==> src/design/itaf_pkg.sv <==
`timescale 1ns / 1ps
`default_nettype none
package itaf_pkg;

  typedef enum logic [1:0] {
    MODE_UDEC = 2'd0,
    MODE_SDEC = 2'd1,
    MODE_HEX  = 2'd2,
    MODE_BIN  = 2'd3
  } mode_e;

  localparam int unsigned NUM_DIGITS = 10;
  localparam int unsigned NUM_STG    = NUM_DIGITS + 1;

  localparam logic [7:0] CH_SPACE = 8'h20;
  localparam logic [7:0] CH_ZERO  = 8'h30;
  localparam logic [7:0] CH_MINUS = 8'h2D;
  localparam logic [7:0] CH_CR    = 8'h0D;
  localparam logic [7:0] CH_LF    = 8'h0A;
  localparam logic [7:0] CH_ALPHA = 8'h37;  // 'A' - 10

  // Decimal place weights, most significant first
  localparam logic [33:0] POW10 [NUM_DIGITS] = '{
    34'd1000000000, 34'd100000000, 34'd10000000, 34'd1000000, 34'd100000,
    34'd10000, 34'd1000, 34'd100, 34'd10, 34'd1
  };

  typedef struct packed {
    logic [31:0] mag;
    logic [39:0] dig;
    mode_e       mode;
    logic        line_end;
    logic        neg;
  } stg_t;

  function automatic logic [7:0] nib_char(input logic [3:0] nib);
    if (nib <= 4'd9) begin
      nib_char = CH_ZERO + {4'd0, nib};
    end else begin
      nib_char = CH_ALPHA + {4'd0, nib};
    end
  endfunction

endpackage
`default_nettype wire

==> src/design/integer_to_ascii_formatter.sv <==
`timescale 1ns / 1ps
`default_nettype none
// Channel   Direction  Signals                          Transaction
// command   in         start_i, busy_o, value_i,        start_i high, busy_o low
//                      mode_i, line_end_i
// result    out        out_strobe_o, ascii_char_o,      every cycle out_strobe_o is high
//                      last_o
//
// An item runs through an eleven-stage digit pipeline (input stage, then one
// decimal digit per stage); with nothing ahead of it, it passes every stage in
// turn, loads into the serialiser and has its first character on the result
// ports in the cycle after the load. The serialiser sends one character per
// cycle: 10 per decimal item (11 with a minus), 8 in hex, 32 in binary, plus
// CR and LF with line end, back to back; busy_o rises once the backlog reaches
// the input stage. Reset clears all stage valid bits and idles the serialiser.
module integer_to_ascii_formatter (
  input  wire logic        clk_i,
  input  wire logic        rst_ni,
  input  wire logic        start_i,
  output logic             busy_o,
  input  wire logic [31:0] value_i,
  input  wire logic [1:0]  mode_i,
  input  wire logic        line_end_i,
  output logic             out_strobe_o,
  output logic [7:0]       ascii_char_o,
  output logic             last_o
);
  import itaf_pkg::*;

  typedef enum logic [1:0] {
    SER_IDLE,
    SER_DIGIT,
    SER_CR,
    SER_LF
  } ser_state_e;

  // ---------------------------------------------------------------- pipeline
  stg_t stg_q   [NUM_STG];
  logic vld_q   [NUM_STG];
  logic adv     [NUM_STG];
  logic ser_free;
  logic accept;
  stg_t in_stg;

  // A stage moves on when the next one is empty or moving on too
  assign adv[NUM_STG-1] = vld_q[NUM_STG-1] & ser_free;
  for (genvar g = 0; g < NUM_STG - 1; g++) begin : g_adv
    assign adv[g] = vld_q[g] & (~vld_q[g+1] | adv[g+1]);
  end

  assign busy_o = vld_q[0] & ~adv[0];
  assign accept = start_i & ~busy_o;

  always_comb begin
    in_stg          = '0;
    in_stg.mode     = mode_e'(mode_i);
    in_stg.line_end = line_end_i;
    in_stg.neg      = (mode_e'(mode_i) == MODE_SDEC) & value_i[31];
    in_stg.mag      = in_stg.neg ? (32'd0 - value_i) : value_i;
  end

  always_ff @(posedge clk_i or negedge rst_ni) begin
    if (!rst_ni) begin
      vld_q[0] <= 1'b0;
    end else if (accept) begin
      vld_q[0] <= 1'b1;
    end else if (adv[0]) begin
      vld_q[0] <= 1'b0;
    end
  end

  always_ff @(posedge clk_i) begin
    if (accept) begin
      stg_q[0] <= in_stg;
    end
  end

  for (genvar s = 1; s < NUM_STG; s++) begin : g_stg
    stg_t nxt;
    logic [3:0]  digit;
    logic [33:0] sub;
    logic        dec;

    // In decimal modes, pick the largest multiple of this place weight that fits
    always_comb begin
      dec   = (stg_q[s-1].mode == MODE_UDEC) | (stg_q[s-1].mode == MODE_SDEC);
      digit = 4'd0;
      sub   = '0;
      for (int m = 1; m <= 9; m++) begin
        if (dec && ({2'b00, stg_q[s-1].mag} >= 34'(m) * POW10[s-1])) begin
          digit = 4'(m);
          sub   = 34'(m) * POW10[s-1];
        end
      end
      nxt     = stg_q[s-1];
      nxt.mag = stg_q[s-1].mag - sub[31:0];
      nxt.dig = {stg_q[s-1].dig[35:0], digit};
    end

    always_ff @(posedge clk_i or negedge rst_ni) begin
      if (!rst_ni) begin
        vld_q[s] <= 1'b0;
      end else if (adv[s-1]) begin
        vld_q[s] <= 1'b1;
      end else if (adv[s]) begin
        vld_q[s] <= 1'b0;
      end
    end

    always_ff @(posedge clk_i) begin
      if (adv[s-1]) begin
        stg_q[s] <= nxt;
      end
    end
  end

  // -------------------------------------------------------------- serialiser
  ser_state_e  state_q;
  logic [39:0] sh_q;
  logic [4:0]  cnt_q;
  mode_e       mode_q;
  logic        le_q;
  logic        neg_q;
  logic        lead_q;
  logic        sign_q;
  logic        strobe_q;
  logic [7:0]  char_q;
  logic        last_q;

  logic [3:0]  d;
  logic        nz;
  logic        put_minus;
  logic        fin_dig;
  logic [7:0]  dchar;
  logic [39:0] sh_next;
  logic        load;
  stg_t        top;
  logic        top_dec;
  logic [4:0]  top_cnt;

  always_comb begin
    d       = (mode_q == MODE_BIN) ? {3'b000, sh_q[39]} : sh_q[39:36];
    sh_next = (mode_q == MODE_BIN) ? {sh_q[38:0], 1'b0} : {sh_q[35:0], 4'h0};
    nz      = (d != 4'd0);
    put_minus = neg_q & lead_q & nz & ~sign_q;
    if (put_minus) begin
      dchar = CH_MINUS;
    end else if (nz) begin
      dchar = nib_char(d);
    end else if (lead_q && cnt_q != 5'd0) begin
      dchar = CH_SPACE;
    end else begin
      dchar = CH_ZERO;
    end
    fin_dig  = ~put_minus & (cnt_q == 5'd0) & ~le_q;
    ser_free = (state_q == SER_IDLE) | (state_q == SER_LF) |
               ((state_q == SER_DIGIT) & fin_dig);
  end

  assign load    = adv[NUM_STG-1];
  assign top     = stg_q[NUM_STG-1];
  assign top_dec = (top.mode == MODE_UDEC) | (top.mode == MODE_SDEC);

  always_comb begin
    unique case (top.mode)
      MODE_HEX: top_cnt = 5'd7;
      MODE_BIN: top_cnt = 5'd31;
      default:  top_cnt = 5'd9;
    endcase
  end

  always_ff @(posedge clk_i or negedge rst_ni) begin
    if (!rst_ni) begin
      state_q  <= SER_IDLE;
      sh_q     <= '0;
      cnt_q    <= '0;
      mode_q   <= MODE_UDEC;
      le_q     <= 1'b0;
      neg_q    <= 1'b0;
      lead_q   <= 1'b0;
      sign_q   <= 1'b0;
      strobe_q <= 1'b0;
      char_q   <= '0;
      last_q   <= 1'b0;
    end else begin
      strobe_q <= 1'b0;
      last_q   <= 1'b0;
      unique case (state_q)
        SER_IDLE: begin
        end
        SER_DIGIT: begin
          strobe_q <= 1'b1;
          char_q   <= dchar;
          last_q   <= fin_dig;
          if (put_minus) begin
            // hold the digit for the next cycle
            sign_q <= 1'b1;
          end else begin
            sh_q  <= sh_next;
            cnt_q <= cnt_q - 5'd1;
            if (nz) begin
              lead_q <= 1'b0;
            end
            if (cnt_q == 5'd0) begin
              state_q <= le_q ? SER_CR : SER_IDLE;
            end
          end
        end
        SER_CR: begin
          strobe_q <= 1'b1;
          char_q   <= CH_CR;
          state_q  <= SER_LF;
        end
        SER_LF: begin
          strobe_q <= 1'b1;
          char_q   <= CH_LF;
          last_q   <= 1'b1;
          state_q  <= SER_IDLE;
        end
        default: state_q <= SER_IDLE;
      endcase
      if (load) begin
        state_q <= SER_DIGIT;
        sh_q    <= top_dec ? top.dig : {top.mag, 8'h00};
        cnt_q   <= top_cnt;
        mode_q  <= top.mode;
        le_q    <= top.line_end;
        neg_q   <= top.neg;
        lead_q  <= 1'b1;
        sign_q  <= 1'b0;
      end
    end
  end

  assign out_strobe_o = strobe_q;
  assign ascii_char_o = char_q;
  assign last_o       = last_q;

  // -------------------------------------------------------------- assertions
  a_busy_needs_item: assert property (@(posedge clk_i) disable iff (!rst_ni)
    !vld_q[0] |-> !busy_o)
    else $error("busy raised with an empty input stage");

  a_active_emits: assert property (@(posedge clk_i) disable iff (!rst_ni)
    (state_q != SER_IDLE) |=> out_strobe_o)
    else $error("serialiser active without emitting a character");

  a_minus_signed: assert property (@(posedge clk_i) disable iff (!rst_ni)
    (out_strobe_o && ascii_char_o == CH_MINUS) |-> (neg_q && mode_q == MODE_SDEC))
    else $error("minus sign emitted for a non-negative item");

  a_stall_holds: assert property (@(posedge clk_i) disable iff (!rst_ni)
    (vld_q[NUM_STG-1] && !adv[NUM_STG-1]) |=>
      (vld_q[NUM_STG-1] && $stable(stg_q[NUM_STG-1])))
    else $error("last pipeline stage lost or changed a stalled item");

endmodule
`default_nettype wire

==> config.mk <==
export PLATFORM = sky130hd
export DESIGN_NAME = integer_to_ascii_formatter
export DESIGN_NICKNAME = d
export VERILOG_FILES = /design/src/design/itaf_pkg.sv /design/src/design/integer_to_ascii_formatter.sv
export SDC_FILE = /design/constraint.sdc
export NUM_CORES = 1
export LEC_CHECK = 0
export BUFFER_PORTS_ARGS = -buffer_cell sky130_fd_sc_hd__buf_4
export CORE_MARGIN = 8
export CORE_UTILIZATION = 60
export DETAILED_ROUTE_END_ITERATION = 7
export GPL_TIMING_DRIVEN = 0
export PLACE_DENSITY_LB_ADDON = 0.25
export SYNTH_ARGS = -nofsm -noshare
export SYNTH_HDL_FRONTEND = slang
export SYNTH_SLANG_ARGS = --single-unit
==> constraint.sdc <==
create_clock -name clk_i -period 8.8 [get_ports clk_i]
set_input_delay 0.44 -clock clk_i [delete_from_list [all_inputs] [get_ports clk_i]]
set_output_delay 0.44 -clock clk_i [all_outputs]
set_load 0.01 [all_outputs]
* Word-level counts from Yosys, hierarchy flattened
Memory sizes are Yosys's and may differ from the RTL's. Cells that the tools add are included.
Storage, ports and cells: register bits 74, bits in writable memories 836, bits of input ports 38, output and inout port bits 11, word-level logic and storage cells 572, memories kept 1
Cells by class: add/subtract/negate cells 14, order comparisons 87, eq/ne operators 21, mux-type cells 246, bitwise gates (word level) 58, reduce and logical (&&, ||, !) cells 123
Memories:
- stg_q | depth 11, width 76, rd ports 11, clocked after memory_dff 0, write ports 11, RTL line integer_to_ascii_formatter.sv:38 | stg_t stg_q [NUM_STG];
Operators with widths (number):
- 32-bit two-way mux | 77
- 32-bit subtractor | 10
- 4-bit two-way mux | 78
- 40-bit two-way mux | 5
- 32-bit by 10-bit greater-or-equal comparator with 1-bit output (second input constant) | 5
- 32-bit by 20-bit greater-or-equal comparator with 1-bit output (second input constant) | 5
- 32-bit by 30-bit greater-or-equal comparator with 1-bit output (second input constant) | 5
- 32-bit by 13-bit greater-or-equal comparator with 1-bit output (second input constant) | 4
- 32-bit by 17-bit greater-or-equal comparator with 1-bit output (second input constant) | 4
- 32-bit by 23-bit greater-or-equal comparator with 1-bit output (second input constant) | 4
- 32-bit by 27-bit greater-or-equal comparator with 1-bit output (second input constant) | 4
- 32-bit by 3-bit greater-or-equal comparator with 1-bit output (second input constant) | 4
- 32-bit by 7-bit greater-or-equal comparator with 1-bit output (second input constant) | 4
- 32-bit by 16-bit greater-or-equal comparator with 1-bit output (second input constant) | 3
- 32-bit by 19-bit greater-or-equal comparator with 1-bit output (second input constant) | 3
- 32-bit by 26-bit greater-or-equal comparator with 1-bit output (second input constant) | 3
- 32-bit by 29-bit greater-or-equal comparator with 1-bit output (second input constant) | 3
- 32-bit by 4-bit greater-or-equal comparator with 1-bit output (second input constant) | 3
- 32-bit by 6-bit greater-or-equal comparator with 1-bit output (second input constant) | 3
- 32-bit by 9-bit greater-or-equal comparator with 1-bit output (second input constant) | 3
- 1-bit logical AND | 87
- 32-bit by 12-bit greater-or-equal comparator with 1-bit output (second input constant) | 2
- 32-bit by 14-bit greater-or-equal comparator with 1-bit output (second input constant) | 2
- 32-bit by 15-bit greater-or-equal comparator with 1-bit output (second input constant) | 2
- other kinds (50) | 226

* Depth between registers and ports, before layout
Gate-level depths: netlist (run 1).
depth after elaboration 37, mapped depth 22, depth with buffers taken out 21

* Worst setup path before layout (run 1)
Ideal clock, no wire load.
path type register to register, start register mode_q[0], end memory stg_q[10][0] (netlist name), enable pin, library setup time 553 ps, data arrival time 5319 ps, required time 8247 ps, path slack 2928 ps, stages on the path, launching flop included 9, path buffers 2, period minus slack after synthesis 5872 ps, path through dfrtp_1 > nand2_1 > clkbuf_1 > clkbuf_1 > nand2_1 > ha_1 > a21o_1 > nand3_1 > a31oi_1
RTL lines:
- from (decl) | RTL line integer_to_ascii_formatter.sv:121 | mode_e mode_q;
- from (signal assigned) | RTL line integer_to_ascii_formatter.sv:226 | mode_q <= top.mode;
- to (decl) | RTL line integer_to_ascii_formatter.sv:38

==> results of run 1 <==
## critical path, cell delays in order, from the launching register on
cell      delay [ns]
edfxtp_1        0.42
or4_4           0.57
or3_4           0.37
nor4b_4         0.36
nand2b_2        0.16
o21bai_2        0.42
nand2_1         0.14
a21oi_1         0.56
inv_1           0.18
fa_1            0.47
a21o_1          0.17
a21oi_1         0.23
nor2b_1         0.08
o21a_1          0.18
o22a_1          0.23
a211o_1         0.33
a211oi_1        0.65
nand2b_1        0.16
xnor2_1         0.15
## cell families after synthesis
logic type                 count (synthesis)
buffers and inverters                    237
muxes                                     34
xor gates and xnor gates                 257
adders and majority gates                156
DFF                                      679
AOI/OAI and AO/OA                        845
and+or+nand+nor                         1067
other                                      1
## per-stage QoR
step                      hold WS (ns)  cells  utilization, %
after floorplan                 0.1444   3276               -
after global placement          0.4006   4105           62.71
after detailed placement        0.4045   4114           63.12
after CTS                     0.002894   4249           67.11
after global routing          0.002794   4249           67.11
final                          0.03077   4249           67.11
## per-layer routing
layer,part of all wire (%),up-vias,track usage (%)
li1,-,12530,-
met1,44,12680,31.41
met2,49,787,40.03
met3,4.4,152,3.106
met4,2.8,0,7.004
met5,0,-,0
## registers in the layout, summed over array words and instances, names as in the netlist
name and count:
stg_q 606, state_q 2, sign_q 1, out_strobe_o 1
le_q 1, ascii_char_o 7, lead_q 1, vld_q 11
neg_q 1, cnt_q 5, mode_q 2, sh_q 40
last_o 1
## placed cells by master, fill, tap and decap left out, types with 69 or more instances in the layout
cell type and count:
inv_1 119, xor2_1 118, clkbuf_16 73, edfxtp_1 606, nor3_1 102, nand3_1 69, nand2_1 285, a21oi_1 274
dfrtp_1 73, o21ai_0 139, ha_1 146, nor2_1 260, clkbuf_1 118, xnor2_1 139
## how the worst max path moves through the flow
stage / start / to / cells past startpoint
after floorplan: mode_q[0] / stg_q[10][0] / 8
after global placement: mode_q[0] / stg_q[10][24] / 8
after detailed placement: stg_q[4][70] / stg_q[5][75] / 18
after CTS: stg_q[4][70] / stg_q[5][69] / 18
after global routing: stg_q[4][70] / stg_q[5][73] / 18
final: stg_q[4][70] / stg_q[5][73] / 18
## what timing repair did
item,4_1_cts,5_1_grt
hold buffers,3,0
endpoints found under the hold margin,72,0
endpoints found under the setup margin,0,0
## layout make-up
cell class | instances | area share (%)
Sequential cell | 679 | 49.62
Multi-Input combinational cell | 2360 | 38.43
Clock buffer | 83 | 4.620
Tap cell | 782 | 2.425
Timing Repair Buffer | 59 | 1.414
Clock inverter | 49 | 1.243
Inverter | 121 | 1.126
Buffer | 116 | 1.116
==> metrics.cfg, run 1 <==
[outcome]
outcome = complete, no violations

[hold_path]
hp-class = in -> reg
hold_start = mode_i[1]
holdPathStages = 1
hold-path-endpoint = stg_q[0][3]

[logic_synthesis]
netlist.area_leader.share_pct = 50.03
syn_inst = 3276
ys_warn_count = 0
synth-adder-area-share_pct = 5.572
yosys-top-cells-area = edfxtp_1 50%, dfrtp_1 5.0%, ha_1 5.0%
synth_nets = 3470
synth_simple_gate_area_share_pct = 14.75
synth_most_common_cell = edfxtp_1
synth_compound_area_share_pct = 15.00
syn_area_per_cell_um2 = 11.10
synth_cell_types = 101
ys_seq_area_share_pct = 55.05
muxShareOfSynthArea_pct = 0.9425
synth_top_family_by_area = compound AO/OA/AOI/OAI gates
post-synth-top-area-cell = edfxtp_1
synth_edf_count = 606
ys_async_sr_fraction_pct = 10.75
synth_common_cells = 606 x edfxtp_1, 285 x nand2_1, 274 x a21oi_1, 260 x nor2_1, 146 x ha_1
synth-xor-area-share_pct = 6.188
synthesis.area_um2 = 36370
ys_seq_elements = 679
ys.flop_type = edfxtp_1

[placed_design]
place_congestion = 0.9031
detailedPlace.worstSlack_ns = 2.697
port_buffers = 47
postPlaceCellArea_um2 = 37960
dpl.hpwl_um = 61960

[floorplan]
die_h_um = 262.2
rows = 90
fp.dieW_um = 262.2
coreArea_um2 = 60130
die_area_um2 = 68760
start_util_pct = 60.49
pin_count = 49

[critical_path]
endpoint_kind = flip-flop
critical_path_arrival_ns = 6.45
cp_max_fo = 7
start_kind = flip-flop
crit_required_ns = 9.14
rrSetupSlack_ns = 2.69
crit_type = reg -> reg
r2r-start = stg_q[4][70]
rr_worst_depth = 18
r2r-end = stg_q[5][73]

[clock_network]
ctsResizeCount = 0
clk_pin_slew_ns = 0.06
post-cts-setup-buffer-count = 0
clock-sinks = 679
clk_path_buf_depth = 3
htreeDepth = 3
cts_tree = yes
clock_latency_ns = 0.63
cts-root-buf = clkbuf_16
cts_made_buffers = 73

[finish]
multi_input_area_um2 = 15510
nets = 3604
area_growth_pct = 10.94
final_area_um2 = 40350
seqCellArea_um2 = 20020
n_antenna_cell = 0
drive_above_1_share_pct = 7.182
n_fill_cell = 4438

[sta]
worst_pin_slew_ns = 1.152
finalClockSkew_ns = 0.04392
period_minus_slack_ns = 6.111
finalSetupViolCount = 0
rsz0062_at_grt = no
slew_headroom_pct = 22.82
fmax_mhz = 163.6
tns_ns = 0
min_period_over_period_pct = 69.45
hold_viol_final = 0
timing.final.ws_setup_ns = 2.689
slew_violations = 0

[drt]
routed_wl_um = 83620
wl_per_cell_um = 19.68
first_pass_iters = 8
antenna_left = 0
vias = 26150
first_iter_violations = 2398
viasPerCell = 6.153
drc = 0

[global_route]
grt_start_max_net_pins = 74
grt_pass1_wl_um = 133800
antenna_found_initial = 0
globalRouteOverflowTotal = 0
track_usage_pct = 23.53
grt_pass1_vias = 25270

[job]
cap_violations = 0

Power of run 1 is not shown: default switching activity piles up to over one toggle a cycle in this logic, so the estimate is an artifact.
==> run 2: changes to the inputs <==
- ABC_AREA: default -> 1
- CORE_UTILIZATION: 60 -> 58
- clock period: 8.8 -> 5.38 ns (I/O delays scaled with it)
==> metrics.cfg, run 2 <==
[power]
clkPwrFrac_pct = 18.1
p_sw_share_pct = 41.55
p_switching_mw = 11.84
p_int_mw = 16.65
p_seq_share_pct = 40.6
irDropWorstVdd_uv = 366.2
combPwrFrac_pct = 41.3
p_per_area_nw_per_um2 = 666.2
p_leak_nw = 17.64

[finish]
final_common_cell = nand2_1
area_growth_pct = 11.69
reg_top3 = stg_q: 606 flops, sh_q: 40 flops, vld_q: 11 flops
largest_register_ffs = 606
drive_above_1_share_pct = 7.518
top_register = stg_q
nets = 4471
n_antenna_cell = 0
layout_common_cells = 859 x nand2_1, 606 x edfxtp_1, 517 x inv_1

[critical_path]
cp_max_fo = 6
cp_slowest_stage_delay_ns = 0.52
crit_required_ns = 5.72
r2r-start = stg_q[3][68]
crit_type = reg -> reg
endpoint_kind = flip-flop
cpLargestDelayFamily = simple AND/OR/NAND/NOR gates
crit_path_start = stg_q[3][68]
path_cells = inv_2, nand2_2, nor3_4, nand3_2, nor4_1, o31ai_1, nand2_1, nand2_1, a21oi_2, inv_1, ha_1, nand2_1, inv_1, nand3_1, nor3_1, nand4_1, nand3_1, nand3_1, nand3_1, nor2_1, nand3_1, nand2_1
start_kind = flip-flop
critical_path_arrival_ns = 4.72
critical_path.most_common_cell = nand3_1
slowest_stage = edfxtp_1
path_buf_inv = 3

[floorplan]
die_h_um = 272.9
rows = 94
fp.dieW_um = 272.9
pin_count = 49
die_area_um2 = 74500
coreArea_um2 = 65510
start_util_pct = 58.45

[logic_synthesis]
syn_inst = 4117
ys_seq_area_share_pct = 52.29
synth_common_cells = 859 x nand2_1, 606 x edfxtp_1, 523 x inv_1, 397 x nor2_1, 247 x o21ai_0
syn_area_per_cell_um2 = 9.301
ys.flop_type = edfxtp_1
post-synth-top-area-cell = edfxtp_1
synthesis.area_um2 = 38290
ys_seq_elements = 679
synth_most_common_cell = nand2_1
synth_cell_types = 70
synth_edf_count = 606
ys_async_sr_fraction_pct = 10.75
netlist.area_leader.share_pct = 47.52
ys_warn_count = 0
synth_nets = 4311
yosys-top-cells-area = edfxtp_1 48%, nand2_1 8.4%, inv_1 5.1%

[global_route]
globalRouteOverflowTotal = 0
grt_pass1_vias = 28180
antenna_found_initial = 1
grt_pass1_wl_um = 147500
grt_start_max_net_pins = 75
track_usage_pct = 24.55

[clock_network]
cts_tree = yes
clock_latency_ns = 0.63
htreeDepth = 3
cts-root-buf = clkbuf_16
cts_made_buffers = 73
clock-sinks = 679
clk_path_buf_depth = 3
clk_pin_slew_ns = 0.06
post-cts-setup-buffer-count = 0
ctsResizeCount = 0

[drt]
wl_per_cell_um = 17.76
viasPerCell = 5.610
antenna_left = 0
drc = 0
first_pass_iters = 6
vias = 29170
first_iter_violations = 2210
routed_wl_um = 92340

[placed_design]
dpl.hpwl_um = 71450
place_congestion = 0.9497
port_buffers = 47

[sta]
fmax_mhz = 228.1
worst_pin_slew_ns = 0.9722
slew_violations = 0
hold_viol_final = 0
hold_slack_ns = 0.02517
rsz0062_at_grt = no
min_period_over_period_pct = 81.51
finalSetupViolCount = 0
finalClockSkew_ns = 0.02198
slew_headroom_pct = 35.19
period_minus_slack_ns = 4.385
tns_ns = 0

[hold_path]
hp-class = in -> reg
hold_start = value_i[20]

[job]
cap_violations = 0

[outcome]
outcome = complete, no violations

## run 2: area by class of cell
class | count | area, µm²
fill | 5267 | 22740
multi-input combinational | 2858 | 16080
inverter | 541 | 2036
timing repair buffer | 85 | 868.3
sequential | 679 | 20020
clock inverter | 50 | 594.3
tap | 864 | 1081
buffer | 39 | 195.2
clock buffer | 84 | 1888
## run 2: final timing paths
path / slack (ns) / cells past startpoint / endpoint
min in group asynchronous: 0.35 / 2 / sh_q[36]
setup / recovery: 1.0 / 22 / stg_q[4][73]
hold reg to reg: 0.41 / 0 / stg_q[6][45]
max in group asynchronous: 4.39 / 2 / vld_q[6]
hold / removal: 0.03 / 2 / stg_q[0][64]
setup reg to reg: 1.0 / 22 / stg_q[4][73]
## run 2: power groups by stage
stage	sequential [mW]	clock, mW	combinational [mW]
finish	11.6	5.17	11.8
global placement	11.8	0	11.2
detailed placement	11.6	0	11.6
global route	11.8	5.50	13.2
CTS	11.5	5.28	11.7
floorplan	10.9	0	8.60
## run 2: metal layers
| layer | track usage [%] | vias to the layer above | wire [µm] |
|---|---|---|---|
| met5 | 0 | - | 0 |
| li1 | - | 14420 | - |
| met3 | 3.522 | 185 | 5329 |
| met1 | 31.67 | 13710 | 39460 |
| met4 | 9.060 | 0 | 3350 |
| met2 | 41.98 | 857 | 44210 |
## run 2: kinds of logic (layout without fill, tap and decap cells)
family | Yosys count | in the layout | share of synthesized area, %
other | 1 | 1 | 0.009793
multiplexers | 1 | 1 | 0.02614
AO/OA/AOI/OAI | 688 | 688 | 10.42
buffers and inverters | 580 | 799 | 5.820
flip-flops | 679 | 679 | 52.29
XOR/XNOR | 268 | 268 | 6.130
adder cells (fa/ha/maj) | 156 | 156 | 5.293
AND/OR/NAND/NOR | 1744 | 1744 | 20.01
## run 2: repair_timing
action / in CTS / in global routing
hold buffers: 26 / 0
endpoints found under the hold margin: 98 / 0
endpoints found under the setup margin: 0 / 0
## run 2: worst reg2reg max path, cell delays in order, from the launching register on
cell	delay, ns
edfxtp_1	0.52
inv_2	0.13
nand2_2	0.09
nor3_4	0.16
nand3_2	0.22
nor4_1	0.32
o31ai_1	0.15
nand2_1	0.12
nand2_1	0.16
a21oi_2	0.31
inv_1	0.18
ha_1	0.41
nand2_1	0.09
inv_1	0.10
nand3_1	0.10
nor3_1	0.31
nand4_1	0.15
nand3_1	0.14
nand3_1	0.10
nand3_1	0.12
nor2_1	0.07
nand3_1	0.08
nand2_1	0.10
## run 2: metrics by stage
| step | instances | cell area (µm²) | util, % | total power, mW | setup slack, ns |
|---|---|---|---|---|---|
| 5_1_grt | 5200 | 42770 | 65.28 | 30.50 | 0.7072 |
| 4_1_cts | 5200 | 42770 | 65.28 | 28.56 | 1.039 |
| 6_report | 5200 | 42770 | 65.28 | 28.49 | 0.9950 |
| 2_1_floorplan | 4117 | 38290 | - | 19.55 | 0.4517 |
| 3_3_place_gp | 5028 | 39730 | 60.64 | 22.94 | -1.324 |
| 3_5_place_dp | 5040 | 40020 | 61.10 | 23.23 | 1.109 |
Note: power is estimated with default switching activity, not from simulation.
